### config.mk
export PLATFORM = sky130hd
export DESIGN_NAME = psc_pressure
export DESIGN_NICKNAME = d
export VERILOG_FILES = /design/src/hw/rtl/psc_pkg.sv /design/src/hw/rtl/psc_pressure.sv
export VERILOG_INCLUDE_DIRS = /design/src /design/src/hw/rtl
export SDC_FILE = /design/constraint.sdc
export NUM_CORES = 2
export LEC_CHECK = 0
export BUFFER_PORTS_ARGS = -buffer_cell sky130_fd_sc_hd__buf_4
export CORE_ASPECT_RATIO = 0.5
export CORE_MARGIN = 10
export CORE_UTILIZATION = 43
export CTS_CLUSTER_SIZE = 12
export DETAILED_ROUTE_END_ITERATION = 8
export HOLD_SLACK_MARGIN = 0.03
export PLACE_DENSITY = 0.68
export SLEW_MARGIN = 10
export SYNTH_ARGS = -nofsm -noshare
export SYNTH_HDL_FRONTEND = slang
export SYNTH_SLANG_ARGS = --single-unit
### constraint.sdc
create_clock -name clk -period 21.3 [get_ports clk]
set_input_delay 2.13 -clock clk [delete_from_list [all_inputs] [get_ports clk]]
set_output_delay 2.13 -clock clk [all_outputs]
set_load 0.005 [all_outputs]
### src/hw/rtl/assert_macros.svh
// assertion macros shared by the pressure compensation rtl
`ifndef ASSERT_MACROS_SVH
`define ASSERT_MACROS_SVH

// checked only while out of reset
`define ASSERT_ON(label, clk, rst_n, prop, msg) \
    label: assert property (@(posedge clk) disable iff (!rst_n) prop) else $error(msg);

// checked at every edge, reset included
`define ASSERT_ALWAYS(label, clk, prop, msg) \
    label: assert property (@(posedge clk) prop) else $error(msg);

`endif

### src/hw/rtl/psc_pkg.sv
// types, widths and constants for the pressure compensation pipeline
`default_nettype none

package psc_pkg;

    localparam int RAW_W      = 24;
    localparam int CAL_W      = 16;
    localparam int CFG_IDX_W  = 3;
    localparam int TEMP_OUT_W = 19;
    localparam int PRES_OUT_W = 32;

    localparam int TDIFF_W    = RAW_W + 1;
    localparam int PROD1_W    = TDIFF_W + CAL_W + 1;
    localparam int SQ_T_W     = 2 * TDIFF_W;
    localparam int DEV_W      = 19;
    localparam int T1_W       = DEV_W + 1;
    localparam int T2_W       = T1_W + 1;
    localparam int OFF1_W     = 36;
    localparam int SENS1_W    = 35;
    localparam int TCORR_W    = 18;
    localparam int DSQ_W      = 2 * DEV_W;
    localparam int VDEV_W     = DEV_W + 1;
    localparam int VSQ_W      = 2 * VDEV_W;
    localparam int CORR_W     = 44;
    localparam int OFF2_W     = CORR_W + 1;
    localparam int SENS2_W    = CORR_W + 1;
    localparam int SPLIT_LO_W = 22;
    localparam int SPLIT_HI_W = SENS2_W - SPLIT_LO_W;
    localparam int PP_W       = RAW_W + SPLIT_HI_W + 1;
    localparam int PROD_W     = PP_W + SPLIT_LO_W;

    localparam int T_SHIFT    = 23;
    localparam int OFF_SHIFT  = 7;
    localparam int SENS_SHIFT = 8;
    localparam int TLO_SHIFT  = 33;
    localparam int THI_SHIFT  = 36;
    localparam int P1_SHIFT   = 21;
    localparam int P2_SHIFT   = 13;
    localparam int OFF_SCALE  = 16;
    localparam int SENS_SCALE = 15;

    localparam int PD_W       = PROD_W - P1_SHIFT;
    localparam int PA_W       = PD_W + 1;
    localparam int PQ_W       = PA_W - P2_SHIFT;

    localparam int TEMP_BASE     = 2000;
    localparam int TEMP_VERY_LOW = -1500;
    localparam int VERY_LOW_DEV  = TEMP_VERY_LOW - TEMP_BASE;

    localparam logic signed [PRES_OUT_W-1:0] PRES_MAX = {1'b0, {(PRES_OUT_W-1){1'b1}}};
    localparam logic signed [PRES_OUT_W-1:0] PRES_MIN = {1'b1, {(PRES_OUT_W-1){1'b0}}};

    typedef enum logic [CFG_IDX_W-1:0] {
        CFG_PRESSURE_SENSITIVITY   = 3'd0,
        CFG_PRESSURE_OFFSET        = 3'd1,
        CFG_SENSITIVITY_TEMP_COEFF = 3'd2,
        CFG_OFFSET_TEMP_COEFF      = 3'd3,
        CFG_REFERENCE_TEMPERATURE  = 3'd4,
        CFG_TEMPERATURE_COEFF      = 3'd5
    } cfg_index_t;

    typedef struct packed {
        logic [CAL_W-1:0] pressure_sensitivity;
        logic [CAL_W-1:0] pressure_offset;
        logic [CAL_W-1:0] sensitivity_temp_coeff;
        logic [CAL_W-1:0] offset_temp_coeff;
        logic [CAL_W-1:0] reference_temperature;
        logic [CAL_W-1:0] temperature_coeff;
    } cal_t;

    typedef struct packed {
        logic [RAW_W-1:0] pressure_raw;
        logic [RAW_W-1:0] temperature_raw;
    } in_item_t;

    typedef struct packed {
        logic signed [TEMP_OUT_W-1:0] temperature_centi;
        logic signed [PRES_OUT_W-1:0] pressure_tenth_mbar;
    } out_item_t;

    typedef struct packed {
        logic [RAW_W-1:0]          pressure_raw;
        logic signed [DEV_W-1:0]   dev;
        logic signed [OFF1_W-1:0]  offset1;
        logic signed [SENS1_W-1:0] sensit1;
        logic [TCORR_W-1:0]        tcorr_lo;
        logic [TCORR_W-1:0]        tcorr_hi;
    } fo_t;

    typedef struct packed {
        logic [RAW_W-1:0]             pressure_raw;
        logic signed [TEMP_OUT_W-1:0] temperature_centi;
        logic signed [OFF2_W-1:0]     offset2;
        logic signed [SENS2_W-1:0]    sensit2;
    } so_t;

endpackage

`default_nettype wire

### src/hw/rtl/psc_pressure.sv
// pressure stages: split wide product, truncated scaling, saturation, output register
`default_nettype none

`include "assert_macros.svh"

module psc_pressure
    import psc_pkg::*;
(
    input  wire             clk,
    input  wire             rst_n,
    input  wire             in_valid,
    output logic            in_ready,
    input  wire so_t        in_item,
    output logic            out_valid,
    input  wire             out_ready,
    output out_item_t       out_item
);

    localparam int NSTG = 5;

    logic [NSTG-1:0] vld_reg;
    logic [NSTG-1:0] vld_next;
    logic [NSTG-1:0] adv;

    always_comb
    begin
        adv[NSTG-1] = !vld_reg[NSTG-1] || out_ready;
        for (int i = NSTG - 2; i >= 0; i--)
        begin
            adv[i] = !vld_reg[i] || adv[i+1];
        end
    end

    assign vld_next = (adv & {vld_reg[NSTG-2:0], in_valid}) | (~adv & vld_reg);

    always_ff @(posedge clk or negedge rst_n)
    begin
        if (!rst_n)
        begin
            vld_reg <= '0;
        end
        else
        begin
            vld_reg <= vld_next;
        end
    end

    assign in_ready  = adv[0];
    assign out_valid = vld_reg[NSTG-1];

    // stage 7: partial products of D1 and SENS2
    logic signed [PP_W-1:0]       pp_lo_reg, pp_hi_reg;
    logic signed [PP_W-1:0]       pp_lo_next, pp_hi_next;
    logic signed [OFF2_W-1:0]     off2_s7_reg;
    logic signed [TEMP_OUT_W-1:0] temp_s7_reg;
    logic signed [RAW_W:0]        d1s;

    assign d1s        = $signed({1'b0, in_item.pressure_raw});
    assign pp_lo_next = PP_W'(d1s)
                      * PP_W'($signed({1'b0, in_item.sensit2[SPLIT_LO_W-1:0]}));
    assign pp_hi_next = PP_W'(d1s)
                      * PP_W'($signed(in_item.sensit2[SENS2_W-1:SPLIT_LO_W]));

    // stage 8: full product
    logic signed [PROD_W-1:0]     prod_reg;
    logic signed [PROD_W-1:0]     prod_next;
    logic signed [OFF2_W-1:0]     off2_s8_reg;
    logic signed [TEMP_OUT_W-1:0] temp_s8_reg;

    assign prod_next = (PROD_W'(pp_hi_reg) <<< SPLIT_LO_W) + PROD_W'(pp_lo_reg);

    // stage 9: product over 2^21
    logic signed [PD_W-1:0]       pd_reg;
    logic [PROD_W-1:0]            prod_bias;
    logic signed [OFF2_W-1:0]     off2_s9_reg;
    logic signed [TEMP_OUT_W-1:0] temp_s9_reg;

    assign prod_bias = prod_reg + PROD_W'({P1_SHIFT{prod_reg[PROD_W-1]}});

    // stage 10: minus OFF2
    logic signed [PA_W-1:0]       pa_reg;
    logic signed [PA_W-1:0]       pa_next;
    logic signed [TEMP_OUT_W-1:0] temp_s10_reg;

    assign pa_next = PA_W'(pd_reg) - PA_W'(off2_s9_reg);

    // stage 11: over 2^13 and saturate
    logic [PA_W-1:0]              pa_bias;
    logic [PQ_W-1:0]              pq;
    logic                         ovf;
    out_item_t                    out_reg;
    out_item_t                    out_next;

    assign pa_bias = pa_reg + PA_W'({P2_SHIFT{pa_reg[PA_W-1]}});
    assign pq      = pa_bias[PA_W-1:P2_SHIFT];
    assign ovf     = pq[PQ_W-1:PRES_OUT_W-1] != {(PQ_W-PRES_OUT_W+1){pq[PQ_W-1]}};

    always_comb
    begin
        out_next.temperature_centi = temp_s10_reg;
        if (ovf)
        begin
            out_next.pressure_tenth_mbar = pq[PQ_W-1] ? PRES_MIN : PRES_MAX;
        end
        else
        begin
            out_next.pressure_tenth_mbar = $signed(pq[PRES_OUT_W-1:0]);
        end
    end

    always_ff @(posedge clk)
    begin
        if (adv[0])
        begin
            pp_lo_reg   <= pp_lo_next;
            pp_hi_reg   <= pp_hi_next;
            off2_s7_reg <= in_item.offset2;
            temp_s7_reg <= in_item.temperature_centi;
        end
        if (adv[1])
        begin
            prod_reg    <= prod_next;
            off2_s8_reg <= off2_s7_reg;
            temp_s8_reg <= temp_s7_reg;
        end
        if (adv[2])
        begin
            pd_reg      <= $signed(prod_bias[PROD_W-1:P1_SHIFT]);
            off2_s9_reg <= off2_s8_reg;
            temp_s9_reg <= temp_s8_reg;
        end
        if (adv[3])
        begin
            pa_reg       <= pa_next;
            temp_s10_reg <= temp_s9_reg;
        end
        if (adv[4])
        begin
            out_reg <= out_next;
        end
    end

    assign out_item = out_reg;

    `ASSERT_ON(a_pr_empty_ready, clk, rst_n, !vld_reg[NSTG-1] |-> in_ready, "input blocked with empty output register")
    `ASSERT_ALWAYS(a_pr_reset_idle, clk, !rst_n |-> !out_valid, "result shown during reset")

endmodule

`default_nettype wire

; ---- Word-level counts from Yosys, hierarchy flattened
; Cells that the tools add are included.
[op_classes]
add_sub_neg = 4
mul = 2
n_eq_ne = 1
muxes = 2
bitwise_logic = 4
reduce_logical = 10
[op_table]
columns = operator, n
row1 = $add 70x21->70, 1
row2 = $add 70x47->70, 1
row3 = $mux 32, 2
row4 = $add 50x13->50, 1
row5 = $sub 49x45->50, 1
row6 = $mul 25x23->48, 1
row7 = $mul 24x22->46, 1
row8 = $and 5x5->5, 2
row9 = $logic_not 1->1, 5
row10 = $logic_or 1x1->1, 5
row11 = $ne 5x5->1, 1
row12 = $not 5->5, 1
row13 = $or 5x5->5, 1
[totals]
register_bits = 530
output_inout_bits = 53
word_cells = 38

; ---- Logic depth before layout (Yosys ltp)
[depth]
word_depth = 9
ltp_mapped = 30
ltp_nobuf = 27

; ---- Least setup slack after synthesis
; OpenSTA, ideal clock, no wires.
[synth_timing]
kind = input to output
start = input out_ready
end = output in_ready
t_arrival_ns = 9.425
slack_ns = 9.745
cell_stages = 4
path_buffers = 0
cell_sequence = nor2b_1 -> nand4_1 -> inv_1 -> nand2_1
[synth_via]
elab_chain_cells = 5
[synth_rtl]
columns = element, line_no
row1 = "start, declared", psc_pressure.sv:15  ; input wire out_ready,
row2 = $logic_or 1x1->1, psc_pressure.sv:27  ; adv[NSTG-1] = !vld_reg[NSTG-1] || out_ready;
row3 = $logic_or 1x1->1 (3 in a row), psc_pressure.sv:30  ; adv[i] = !vld_reg[i] || adv[i+1];
row4 = via adv[1], psc_pressure.sv:23  ; logic [NSTG-1:0] adv;
row5 = $logic_or 1x1->1, psc_pressure.sv:30
row6 = "end, declared", psc_pressure.sv:12  ; output logic in_ready,
; The timed path passes the listed nets, and every way through them passes these cells.

; ---- Final worst setup path
[layout_timing]
start = input in_item[121] (netlist bit)
end = register pp_hi_reg[47], data pin
[layout_via]
elab_chain_cells = 1
[layout_rtl]
columns = element, line_no
row1 = "start, declared", psc_pressure.sv:13  ; input wire so_t in_item,
row2 = $mul 25x23->48, psc_pressure.sv:62  ; * PP_W'($signed(in_item.sensit2[SENS2_W-1:SPLIT_LO_W]));
row3 = via pp_hi_next[47], psc_pressure.sv:53  ; logic signed [PP_W-1:0] pp_lo_next, pp_hi_next;
row4 = "end signal, assigned", psc_pressure.sv:116  ; pp_hi_reg <= pp_hi_next;
row5 = "end, declared", psc_pressure.sv:52  ; logic signed [PP_W-1:0] pp_lo_reg, pp_hi_reg;
; The timed path passes the listed nets, and every way through them passes these cells.
; A chain may end at the register's enable or synchronous reset.

==> impl_results.md <==
- Max clock buf depth: 3
- Clk root buf: clkbuf_16
- Slowest-stage cell, CP: fa_1
- Die height: 280 um
- Sum Neg Setup Slack: 0 ns
- Starting density of the core: 43.3%
- EDFF count, synth: 525
- Critical path data arrival time: between 9 and 10 ns
- Row count: 95
- Initial DRC count: 2518
- Ys flop type: edfxtp_1
- Routability cong.: 0.873
- Postcts setup bufs: 0
- Reg2Reg Depth: 12
- Cell area after synthesis: 58200 um2
- Ys async rst share: less than 1%
- Worst-Margin Slew: about 1.1 ns
- First-pass GRT wire length: around 220000 um
- Max-slew headroom: 23.9%
- Worst Hold Path Cells: 0
- Most used cell along the critical path: fa_1
- Post-synth net total: ~7100
- Overall Global Routing Usage: 18.0%
- Yosys Warn Count: 0
- Number of routed nets with antenna violations: 0
- Overall routed net length: between 100000 and 150000 um
- Layout cell share with drive strength beyond 1: under 10%
- Drt wl/cell: 18.3 um
- Port bufs: roughly 190
- Vias in the first global route: 39941
- Die Wd: 540 um
- Via density: 5.13
- Sequential area share after synthesis: a little over a quarter
- WS Path Type: input port to flop
- Crit-path max FO: 45
- R2R Path Start: pa_reg[49]$_DFFE_PP_
- Final Setup Violations: 0
- Status: completed
- Worst Hold Endpoint: prod_reg[4]$_DFFE_PP_
- Gate Count Post-Synth: 5575
- CTS tree: yes
- Met2 global-route usage: 28.7%
- Endpoint class of the critical path: flop
- Clk slew on worst S/H paths: 0.07 ns
- Final nets: 7092
- DIE AREA: 151000 um2
- Avg Cell Area, Syn: 10.4 um2
- Total number of vias: roughly 38000
- Max reg flops: 70
- DRC violations left: 0
- Drt first pass iters: 6
- RSZ-0062 raised after global routing: false
- Largest net degree at the start of global routing: 137
- Final Critical Period: 9.15 ns
- Hpwl dp: just over 100000 um
- Post-CTS Hold Fix Bufs: 0
- Max Freq: between 0.1 and 0.15 GHz
- Total grt overflow: 0
- CTS Buf Count: 56
- Worst Setup SP: in_item[121]
- Final Skew: 0.0451 ns
- Initial antenna violation count: 8
- Post-cts sizing count: 0
- Worst r2r dst: out_item[7]$_DFFE_PP_
- Final critical-path share of the clock period: 42.9%
- Layer with the highest usage: met2
- Core Util, Final: 46.7%
- IO Count: 190
- H-tree level count: 2
- Seq cells post-synth: 530
- Number of hold violations in the final report: 0
- Crit path buf inv count: 6
- # clock sinks: 530
- Synth cell types: 70
- Later-pin clock latency in the skew report: 0.64 ns
- HP Class: flop to flop
- CP peak stage delay: ~0.55 ns
- Layout area overhead: 7.81%
- CP required: between 20 and 25 ns
- R2R setup slack: 16.42 ns
- GR met3 Demand/Resource: under 10%
- Global-route track usage on met1: between 20% and 30%
- Hold path startpoint: pp_lo_reg[4]$_DFFE_PN_
- Fin. max-slew vios: 0
- Maxcap violations: 0
- Core Footprint: 134000 um2
- Crit-path leading delay family: adder cells
- Worst setup SP type: input port
## Yosys cell counts (75+ instances only)
cell      count  area share [%]
xnor2_1     175             2.6
clkbuf_1    234             1.5
nand2_1     688             4.4
fa_1        901              31
edfxtp_1    525              27
o21ai_0      77            0.66
ha_1        465              10
xor2_1       75             1.1
inv_1      1096             7.1
a21o_1      104             1.3
a21oi_1     137             1.2
and2_1      497             5.3
nor2_1      119            0.77
## cells in the final DEF, fill, tap and decap left out, types with 8 or more instances in the layout
master and instances:
o31ai_1 8, nor2b_1 20, nand2_1 686, and2_1 497, nand4_1 34, clkbuf_16 56
nand2b_1 40, ha_1 465, o21bai_1 26, o21ai_0 77, nor2_1 119, edfxtp_1 525
and3_1 36, a31oi_1 41, buf_4 195, clkbuf_1 15, o21a_1 25, or3_1 9
o31a_1 8, and4_1 13, xor2_1 75, nand3_1 62, fa_1 901, nor4_1 10
nor3_1 24, a211oi_1 19, inv_1 1095, a21o_1 104, a21oi_1 137, xnor2_1 175
## cell type report
cell class                      instances  area (um2)
Tap cell                             1794        2240
Clock inverter                         21         241
Timing Repair Buffer                  196        1480
Sequential cell                       530       15900
Antenna cell                            3        7.51
Clock buffer                           72        1470
Multi-Input combinational cell       3709       37300
Inverter                             1096        4110
Fill cell                           12341       71600
## cells by family (layout without fill, tap and decap cells)
logic type	after synthesis	count (layout)	synth area share [%]
other cells	0	3	0
fa+ha+maj	1366	1366	41.0
simple gates	1571	1571	13.3
mux	1	1	0.0172
compound gates	521	521	5.90
buf+inv	1336	1385	8.67
flops	530	530	27.3
xor+xnor	250	250	3.76
## per-layer routing
layer / up-vias / wire, um
met1: 19119 / 59400
met3: 207 / 11900
met5: - / 54
met2: 1255 / 61000
li1: 17497 / -
met4: 8 / 3160
## through the flow
stage	area [um2]	hold slack, ns	cells	setup slack [ns]
final	62700	0.386	7421	12.15
after detailed placement	61000	0.405	7325	11.58
after CTS	62700	0.362	7418	12.22
after global placement	61000	0.401	7325	11.70
after global routing	62700	0.391	7420	11.81
after floorplan	58200	0.400	5575	9.75
## how the worst max path moves through the flow
stage | end | slack (ns) | cells after the start
2_1_floorplan | in_ready | 9.75 | 4
3_3_place_gp | pp_hi_reg[47]$_DFFE_PN_ | 11.70 | 28
3_5_place_dp | pp_hi_reg[47]$_DFFE_PN_ | 11.58 | 26
4_1_cts | pp_hi_reg[47]$_DFFE_PN_ | 12.22 | 26
5_1_grt | pp_hi_reg[47]$_DFFE_PN_ | 11.81 | 28
6_report | pp_hi_reg[47]$_DFFE_PN_ | 12.15 | 26
## worst reg2reg max path: cells and delay by family, from the launching register on
kind	cells	cell delay [ns]
AOI/OAI and AO/OA	8	2.49
and+or+nand+nor	3	0.96
DFF	1	0.76
adders and majority gates	1	0.37
Power is not shown: default switching activity piles up to over one toggle a cycle in this logic, so the estimate is an artifact.
