--- src/hw/rtl/assert_macros.svh ---
// assertion macros shared by the pressure compensation rtl
`ifndef ASSERT_MACROS_SVH
`define ASSERT_MACROS_SVH

// checked only while out of reset
`define ASSERT_ON(label, clk, rst_n, prop, msg) \
    label: assert property (@(posedge clk) disable iff (!rst_n) prop) else $error(msg);

// checked at every edge, reset included
`define ASSERT_ALWAYS(label, clk, prop, msg) \
    label: assert property (@(posedge clk) prop) else $error(msg);

`endif

--- src/hw/rtl/psc_pkg.sv ---
// types, widths and constants for the pressure compensation pipeline
`default_nettype none

package psc_pkg;

    localparam int RAW_W      = 24;
    localparam int CAL_W      = 16;
    localparam int CFG_IDX_W  = 3;
    localparam int TEMP_OUT_W = 19;
    localparam int PRES_OUT_W = 32;

    localparam int TDIFF_W    = RAW_W + 1;
    localparam int PROD1_W    = TDIFF_W + CAL_W + 1;
    localparam int SQ_T_W     = 2 * TDIFF_W;
    localparam int DEV_W      = 19;
    localparam int T1_W       = DEV_W + 1;
    localparam int T2_W       = T1_W + 1;
    localparam int OFF1_W     = 36;
    localparam int SENS1_W    = 35;
    localparam int TCORR_W    = 18;
    localparam int DSQ_W      = 2 * DEV_W;
    localparam int VDEV_W     = DEV_W + 1;
    localparam int VSQ_W      = 2 * VDEV_W;
    localparam int CORR_W     = 44;
    localparam int OFF2_W     = CORR_W + 1;
    localparam int SENS2_W    = CORR_W + 1;
    localparam int SPLIT_LO_W = 22;
    localparam int SPLIT_HI_W = SENS2_W - SPLIT_LO_W;
    localparam int PP_W       = RAW_W + SPLIT_HI_W + 1;
    localparam int PROD_W     = PP_W + SPLIT_LO_W;

    localparam int T_SHIFT    = 23;
    localparam int OFF_SHIFT  = 7;
    localparam int SENS_SHIFT = 8;
    localparam int TLO_SHIFT  = 33;
    localparam int THI_SHIFT  = 36;
    localparam int P1_SHIFT   = 21;
    localparam int P2_SHIFT   = 13;
    localparam int OFF_SCALE  = 16;
    localparam int SENS_SCALE = 15;

    localparam int PD_W       = PROD_W - P1_SHIFT;
    localparam int PA_W       = PD_W + 1;
    localparam int PQ_W       = PA_W - P2_SHIFT;

    localparam int TEMP_BASE     = 2000;
    localparam int TEMP_VERY_LOW = -1500;
    localparam int VERY_LOW_DEV  = TEMP_VERY_LOW - TEMP_BASE;

    localparam logic signed [PRES_OUT_W-1:0] PRES_MAX = {1'b0, {(PRES_OUT_W-1){1'b1}}};
    localparam logic signed [PRES_OUT_W-1:0] PRES_MIN = {1'b1, {(PRES_OUT_W-1){1'b0}}};

    typedef enum logic [CFG_IDX_W-1:0] {
        CFG_PRESSURE_SENSITIVITY   = 3'd0,
        CFG_PRESSURE_OFFSET        = 3'd1,
        CFG_SENSITIVITY_TEMP_COEFF = 3'd2,
        CFG_OFFSET_TEMP_COEFF      = 3'd3,
        CFG_REFERENCE_TEMPERATURE  = 3'd4,
        CFG_TEMPERATURE_COEFF      = 3'd5
    } cfg_index_t;

    typedef struct packed {
        logic [CAL_W-1:0] pressure_sensitivity;
        logic [CAL_W-1:0] pressure_offset;
        logic [CAL_W-1:0] sensitivity_temp_coeff;
        logic [CAL_W-1:0] offset_temp_coeff;
        logic [CAL_W-1:0] reference_temperature;
        logic [CAL_W-1:0] temperature_coeff;
    } cal_t;

    typedef struct packed {
        logic [RAW_W-1:0] pressure_raw;
        logic [RAW_W-1:0] temperature_raw;
    } in_item_t;

    typedef struct packed {
        logic signed [TEMP_OUT_W-1:0] temperature_centi;
        logic signed [PRES_OUT_W-1:0] pressure_tenth_mbar;
    } out_item_t;

    typedef struct packed {
        logic [RAW_W-1:0]          pressure_raw;
        logic signed [DEV_W-1:0]   dev;
        logic signed [OFF1_W-1:0]  offset1;
        logic signed [SENS1_W-1:0] sensit1;
        logic [TCORR_W-1:0]        tcorr_lo;
        logic [TCORR_W-1:0]        tcorr_hi;
    } fo_t;

    typedef struct packed {
        logic [RAW_W-1:0]             pressure_raw;
        logic signed [TEMP_OUT_W-1:0] temperature_centi;
        logic signed [OFF2_W-1:0]     offset2;
        logic signed [SENS2_W-1:0]    sensit2;
    } so_t;

endpackage

`default_nettype wire

--- src/hw/rtl/psc_second_order.sv ---
// second-order stages: squares, branch corrections, corrected offset and sensitivity
`default_nettype none

`include "assert_macros.svh"

module psc_second_order
    import psc_pkg::*;
(
    input  wire             clk,
    input  wire             rst_n,
    input  wire             in_valid,
    output logic            in_ready,
    input  wire fo_t        in_item,
    output logic            out_valid,
    input  wire             out_ready,
    output so_t             out_item
);

    localparam int NSTG = 3;

    logic [NSTG-1:0] vld_reg;
    logic [NSTG-1:0] vld_next;
    logic [NSTG-1:0] adv;

    always_comb
    begin
        adv[NSTG-1] = !vld_reg[NSTG-1] || out_ready;
        for (int i = NSTG - 2; i >= 0; i--)
        begin
            adv[i] = !vld_reg[i] || adv[i+1];
        end
    end

    assign vld_next = (adv & {vld_reg[NSTG-2:0], in_valid}) | (~adv & vld_reg);

    always_ff @(posedge clk or negedge rst_n)
    begin
        if (!rst_n)
        begin
            vld_reg <= '0;
        end
        else
        begin
            vld_reg <= vld_next;
        end
    end

    assign in_ready  = adv[0];
    assign out_valid = vld_reg[NSTG-1];

    // stage 4: squares and branch flags
    logic [RAW_W-1:0]          d1_s4_reg;
    logic signed [T1_W-1:0]    t1_s4_reg;
    logic [TCORR_W-1:0]        tcorr_s4_reg;
    logic signed [OFF1_W-1:0]  off1_s4_reg;
    logic signed [SENS1_W-1:0] sens1_s4_reg;
    logic signed [DSQ_W-1:0]   dsq_s4_reg;
    logic signed [VSQ_W-1:0]   vsq_s4_reg;
    logic                      low_s4_reg;
    logic                      vlow_s4_reg;

    logic signed [VDEV_W-1:0]  vdev;
    logic signed [T1_W-1:0]    t1_next;
    logic signed [DSQ_W-1:0]   dsq_next;
    logic signed [VSQ_W-1:0]   vsq_next;
    logic                      low_next;
    logic                      vlow_next;
    logic [TCORR_W-1:0]        tcorr_next;

    assign vdev       = VDEV_W'(in_item.dev) - VDEV_W'(VERY_LOW_DEV);
    assign t1_next    = T1_W'(in_item.dev) + T1_W'(TEMP_BASE);
    assign dsq_next   = DSQ_W'(in_item.dev) * DSQ_W'(in_item.dev);
    assign vsq_next   = VSQ_W'(vdev) * VSQ_W'(vdev);
    assign low_next   = in_item.dev[DEV_W-1];
    assign vlow_next  = in_item.dev < VERY_LOW_DEV;
    assign tcorr_next = low_next ? in_item.tcorr_lo : in_item.tcorr_hi;

    // stage 5: offset and sensitivity corrections, final temperature
    logic [RAW_W-1:0]             d1_s5_reg;
    logic signed [TEMP_OUT_W-1:0] temp_s5_reg;
    logic signed [OFF1_W-1:0]     off1_s5_reg;
    logic signed [SENS1_W-1:0]    sens1_s5_reg;
    logic signed [CORR_W-1:0]     offc_s5_reg;
    logic signed [CORR_W-1:0]     sensc_s5_reg;

    logic signed [CORR_W-1:0] dsqx, vsqx;
    logic signed [CORR_W-1:0] offc_next, sensc_next;
    logic [T2_W-1:0]          t2_next;

    assign dsqx    = CORR_W'(dsq_s4_reg);
    assign vsqx    = CORR_W'(vsq_s4_reg);
    assign t2_next = T2_W'(t1_s4_reg) - T2_W'(tcorr_s4_reg);

    always_comb
    begin
        if (low_s4_reg)
        begin
            offc_next  = ((dsqx <<< 1) + dsqx) >>> 1;
            sensc_next = ((dsqx <<< 2) + dsqx) >>> 3;
            if (vlow_s4_reg)
            begin
                offc_next  = offc_next + ((vsqx <<< 3) - vsqx);
                sensc_next = sensc_next + (vsqx <<< 2);
            end
        end
        else
        begin
            offc_next  = dsqx >>> 4;
            sensc_next = '0;
        end
    end

    // stage 6: corrected offset and sensitivity
    so_t so_reg;
    so_t so_next;

    always_comb
    begin
        so_next.pressure_raw      = d1_s5_reg;
        so_next.temperature_centi = temp_s5_reg;
        so_next.offset2           = OFF2_W'(off1_s5_reg) - OFF2_W'(offc_s5_reg);
        so_next.sensit2           = SENS2_W'(sens1_s5_reg) - SENS2_W'(sensc_s5_reg);
    end

    always_ff @(posedge clk)
    begin
        if (adv[0])
        begin
            d1_s4_reg    <= in_item.pressure_raw;
            t1_s4_reg    <= t1_next;
            tcorr_s4_reg <= tcorr_next;
            off1_s4_reg  <= in_item.offset1;
            sens1_s4_reg <= in_item.sensit1;
            dsq_s4_reg   <= dsq_next;
            vsq_s4_reg   <= vsq_next;
            low_s4_reg   <= low_next;
            vlow_s4_reg  <= vlow_next;
        end
        if (adv[1])
        begin
            d1_s5_reg    <= d1_s4_reg;
            temp_s5_reg  <= $signed(t2_next[TEMP_OUT_W-1:0]);
            off1_s5_reg  <= off1_s4_reg;
            sens1_s5_reg <= sens1_s4_reg;
            offc_s5_reg  <= offc_next;
            sensc_s5_reg <= sensc_next;
        end
        if (adv[2])
        begin
            so_reg <= so_next;
        end
    end

    assign out_item = so_reg;

    `ASSERT_ON(a_so_branch, clk, rst_n, vld_reg[0] && vlow_s4_reg |-> low_s4_reg, "very low branch taken outside low branch")

endmodule

`default_nettype wire

--- config.mk ---
export PLATFORM = sky130hd
export DESIGN_NAME = psc_second_order
export DESIGN_NICKNAME = d
export VERILOG_FILES = /design/src/hw/rtl/psc_pkg.sv /design/src/hw/rtl/psc_second_order.sv
export VERILOG_INCLUDE_DIRS = /design/src /design/src/hw/rtl
export SDC_FILE = /design/constraint.sdc
export NUM_CORES = 2
export LEC_CHECK = 0
export ABC_AREA = 1
export BUFFER_PORTS_ARGS = -buffer_cell sky130_fd_sc_hd__buf_2
export CAP_MARGIN = 40
export CORE_MARGIN = 2
export CORE_UTILIZATION = 40
export CTS_BUF_LIST = sky130_fd_sc_hd__clkbuf_4
export CTS_CLUSTER_SIZE = 28
export DETAILED_ROUTE_END_ITERATION = 8
export REMOVE_ABC_BUFFERS = 1
export SYNTH_ARGS = -nofsm -noshare
export SYNTH_HDL_FRONTEND = slang
export SYNTH_SLANG_ARGS = --single-unit
--- constraint.sdc ---
create_clock -name clk -period 13.9 [get_ports clk]
set_clock_uncertainty 0.05 [all_clocks]
set_input_delay 0.695 -clock clk [delete_from_list [all_inputs] [get_ports clk]]
set_output_delay 0.695 -clock clk [all_outputs]
set_load 0.02 [all_outputs]
# After elaboration in Yosys (flattened, before gate mapping)
# Cells that the tools add are included.
[classes]
n_addsub = 10
n_mul = 2
order_cmp = 1
n_mux = 4
n_bitwise = 4
reduce_logical = 6
[ops]
columns = ["cell", "count"]
rows = [
  ["$mux W44", 3],
  ["$sub A35 B44 Y45", 1],
  ["$sub A36 B44 Y45", 1],
  ["$add A39 B44 Y44", 1],
  ["$sub A43 B40 Y44", 1],
  ["$add A38 B42 Y43", 1],
  ["$add A40 B38 Y41", 1],
  ["$add A39 B38 Y40", 1],
  ["$mul A20 B20 Y40", 1],
  ["$mul A19 B19 Y38", 1],
  ["$sub A19 B13 Y20 const B", 1],
  ["$add A19 B12 Y19 const B", 1],
  ["$lt A19 B13 Y1 const B", 1],
  ["$sub A19 B19 Y19", 1],
  ["$mux W18", 1],
  ["$and A3 B3 Y3", 2],
  ["$logic_not A1 Y1", 3],
  ["$logic_or A1 B1 Y1", 3],
  ["$not A3 Y3", 1],
  ["$or A3 B3 Y3", 1],
]
[totals]
ff_bits = 550
in_bits = 154

# Depth between registers and ports, before layout
[depth]
ltp_word = 7
depth_mapped = 40
depth_no_buf = 38

# Worst setup path before layout
# Ideal clock, no wire load.
[synth_path]
path_kind = "input port to output port"
start = "input port out_ready"
end = "output port in_ready"
t_arrival_ps = 8408
t_required_ps = 13155
slack_ps = 4747
cell_stages = 4
cell_sequence = "inv_1 -> nand2_1 -> nor2_1 -> nand2_1"
[synth_between]
elab_chain_cells = 3
[synth_rtl]
columns = ["item", "line_no", "rtl"]
rows = [
  ["from (decl)", "psc_second_order.sv:15", "input wire out_ready,"],
  ["$logic_or A1 B1 Y1", "psc_second_order.sv:27", "adv[NSTG-1] = !vld_reg[NSTG-1] || out_ready;"],
  ["net adv[2]", "psc_second_order.sv:23", "logic [NSTG-1:0] adv;"],
  ["$logic_or A1 B1 Y1 (2 in a row)", "psc_second_order.sv:30", "adv[i] = !vld_reg[i] || adv[i+1];"],
  ["to (decl)", "psc_second_order.sv:12", "output logic in_ready,"],
]
# The timed path passes the listed nets, and every way through them passes these cells.

# Final worst setup path
[layout_path]
start = "input port in_item[110] in the netlist's numbering"
end = "register vsq_s4_reg[29], data pin"
[layout_between]
elab_chain_cells = 2
[layout_rtl]
columns = ["item", "line_no", "rtl"]
rows = [
  ["from (decl)", "psc_second_order.sv:13", "input wire fo_t in_item,"],
  ["$sub A19 B13 Y20", "psc_second_order.sv:70", "assign vdev = VDEV_W'(in_item.dev) - VDEV_W'(VERY_LOW_DEV);"],
  ["$mul A20 B20 Y40", "psc_second_order.sv:73", "assign vsq_next = VSQ_W'(vdev) * VSQ_W'(vdev);"],
  ["net vsq_next[29]", "psc_second_order.sv:65", "logic signed [VSQ_W-1:0] vsq_next;"],
  ["to (signal assigned)", "psc_second_order.sv:135", "vsq_s4_reg <= vsq_next;"],
  ["to (decl)", "psc_second_order.sv:58", "logic signed [VSQ_W-1:0] vsq_s4_reg;"],
]
# The timed path passes the listed nets, and every way through them passes these cells.
# A chain may end at the register's enable or synchronous reset.

==> results by group <==
Detailed routing
  • Initial drt markers: 3517
  • Routed WL per cell: 20.1 µm
  • Remaining antenna violation count: 0
  • Final wirelength: between 200000 and 250000 µm
  • Via count: around 52000
  • Via-per-instance ratio: ~5
  • DR pass1 iterations: 6
  • DRC viols: 0

Worst setup path
  • Crit Path Category: input pin to flip-flop
  • Critical path capture point type: flip-flop
  • Critical-path maximum fanout: 22
  • Slowest CP cell: fa_1
  • Worst Path Arrival: 9860 ps
  • Worst setup SP type: input pin
  • Required time worst endpoint: between 10000 and 15000 ps
  • Cell mode on critical path: inv_1
  • Max incr delay on CP: 580 ps

Placed design
  • Placed Instance Area: 67200 µm²
  • PortBufs: 288
  • Placed Cells: 9786
  • DP Wirelength: ~170000 µm
  • Routability cong.: 0.979

Global route
  • Global-route wire length before repair: 317000 µm
  • GRT overflow: 0
  • Initial antenna violation count: 6
  • Largest net degree at the start of global routing: 81
  • Vias in the first global route: 54900
  • Global-route usage over all layers: 25.8%

STA
  • Worst-margin pin slew: between 900 and 1000 ps
  • Count of endpoints failing setup in the final report: 0
  • Max frequency: 0.111 GHz
  • Setup TNS Final: 0 ps
  • Final hold violation count: 0
  • RSZ-0062 raised after global routing: false
  • Slew HR: between 30% and 40%
  • Final-report max-slew violation count: 0
  • Tmin final: between 8000 and 9000 ps
  • Fin crit share: 64.6%

Clocking
  • Total number of H-tree levels: 4
  • Resized Gates After CTS: 0
  • Reg clk slew, reported paths: ~60 ps
  • Total CTS buffers: 154
  • Worst-case clock buffer depth: 3
  • Clock root buffer: clkbuf_4
  • Setup Buffers After CTS: 0
  • CTS tree: yes
  • CTS Sinks: around 540
  • Clk_lat worst skew: 1200 ps

Synth
  • Mapped Area: 63200 µm²
  • Synth top area share: 25.7%
  • Flops & latches, synth: 544
  • Yosys warns: 0
  • Top FF cell, synth: edfxtp_1
  • Register area share after synthesis: between 20% and 30%
  • Synth top area cells: edfxtp_1, fa_1, inv_1, ha_1, nand2_1
  • Post-synthesis instance total: ~7500
  • Cell with the most instances after synthesis: inv_1
  • Yosys top cell by area: edfxtp_1
  • Netlist cell types: 52
  • Number of synthesized flops with an enable pin: 541
  • Post-synth top cells: inv_1, nand2_1, fa_1
  • Asr flop ratio synth: 0.551%
  • Syn avg cell area: 8.44 µm²

Min path
  • Tightest Hold Check Type: input pin to flip-flop

Job
  • Max-Cap Viols: 0

Cells and area
  • Area of the multi-input gates: 40300 µm²
  • Final #Nets: 9473
  • Fin area: slightly above 70000 µm²
  • Syn-to-layout area delta: 12.5%
  • Share of cells above drive strength 1: 7.84%
  • FF/Latch Area: 16300 µm²
  • Max FFs per register: approximately 130
  • Fillers: 15500
  • Non-Filler Instances: 10300

Floorplan
  • Rows: between 100 and 150
  • Die H: 401 µm
  • Core footprint: 157000 µm²
  • Initial Utilization: 40.4%
  • Die area: ~160000 µm²
  • IO Count: 289
  • Die Width: 401 µm

Status
  • Outcome: finished clean
==> final cells by class <==
type,count,share of cell area [%]
diodes,7,0.0246
clock buffers,210,2.22
clock inverters,71,0.699
inverters,1661,8.78
multi-input cells,5194,56.6
flip-flops and latches,544,23.0
well taps,2058,3.62
repair buffers,507,5.08
==> logic make-up after synthesis <==
family / count (synthesis) / share of synthesized area, %
buffers and inverters: 1752 / 10.5
DFF: 544 / 25.8
and+or+nand+nor: 2717 / 17.7
AOI/OAI and AO/OA: 987 / 8.71
other: 1 / 0.00594
adders and majority gates: 1257 / 34.0
xor gates and xnor gates: 232 / 3.22
==> timing repair <==
item,in CTS,in global routing
endpoints found under the setup margin,0,0
hold buffers,177,0
hold endpoints to repair,148,0
==> worst paths after layout <==
kind,startpoint,end,slack (ps),cells past startpoint
max,in_item[110],vsq_s4_reg[29],4920,37
min,in_item[65],sens1_s4_reg[29],190,2
max reg2reg,dsq_s4_reg[2],offc_s5_reg[31],7520,22
min reg2reg,d1_s5_reg[4],out_item[113],320,0
max in group asynchronous,rst_n,vld_reg[2],13300,3
min in group asynchronous,rst_n,vld_reg[0],360,3
==> metrics by stage <==
stage	utilization (%)	hold slack, ps	setup WS, ps
after global routing	45.4	43.3	4430
after detailed placement	42.9	355	4290
final	45.4	189	4920
after global placement	42.9	350	4470
after floorplan	-	349	4750
after CTS	45.4	0.0778	5080
==> critical path: cells and delay by family <==
kind / cells / cell delay, ps
buf+inv: 12 / 2310
fa+ha+maj: 9 / 4320
compound gates: 2 / 230
xor+xnor: 1 / 240
simple gates: 13 / 2030
==> per-layer routing <==
layer | wire length (µm) | vias up | global-route usage, %
met1 | 88400 | 25400 | 33.0
li1 | - | 24900 | -
met5 | 28 | - | 0
met4 | 11500 | 4 | 13.2
met2 | 96200 | 1622 | 42.8
met3 | 10300 | 393 | 3.27
==> cell usage in the layout (no fill, tap or decap), types with 11 or more instances in the layout <==
cell type,count
clkinv_2,14
nor4_1,12
clkbuf_4,210
o211ai_1,20
and2_1,31
ha_1,489
o21bai_1,52
inv_2,11
edfxtp_1,541
inv_1,1642
fa_1,768
nand2_1,1418
nand4_1,63
o21a_1,14
nand3b_1,22
or2_2,17
a21oi_1,427
o21ai_0,316
buf_2,288
nor2_1,744
nor3_1,76
dlygate4sd3_1,177
clkinv_1,44
a21o_1,48
a21boi_0,18
nand3_1,299
buf_4,37
a31oi_1,50
xnor2_1,58
xor2_1,174
Power is not shown: default switching activity piles up to over one toggle a cycle in this logic, so the estimate is an artifact.
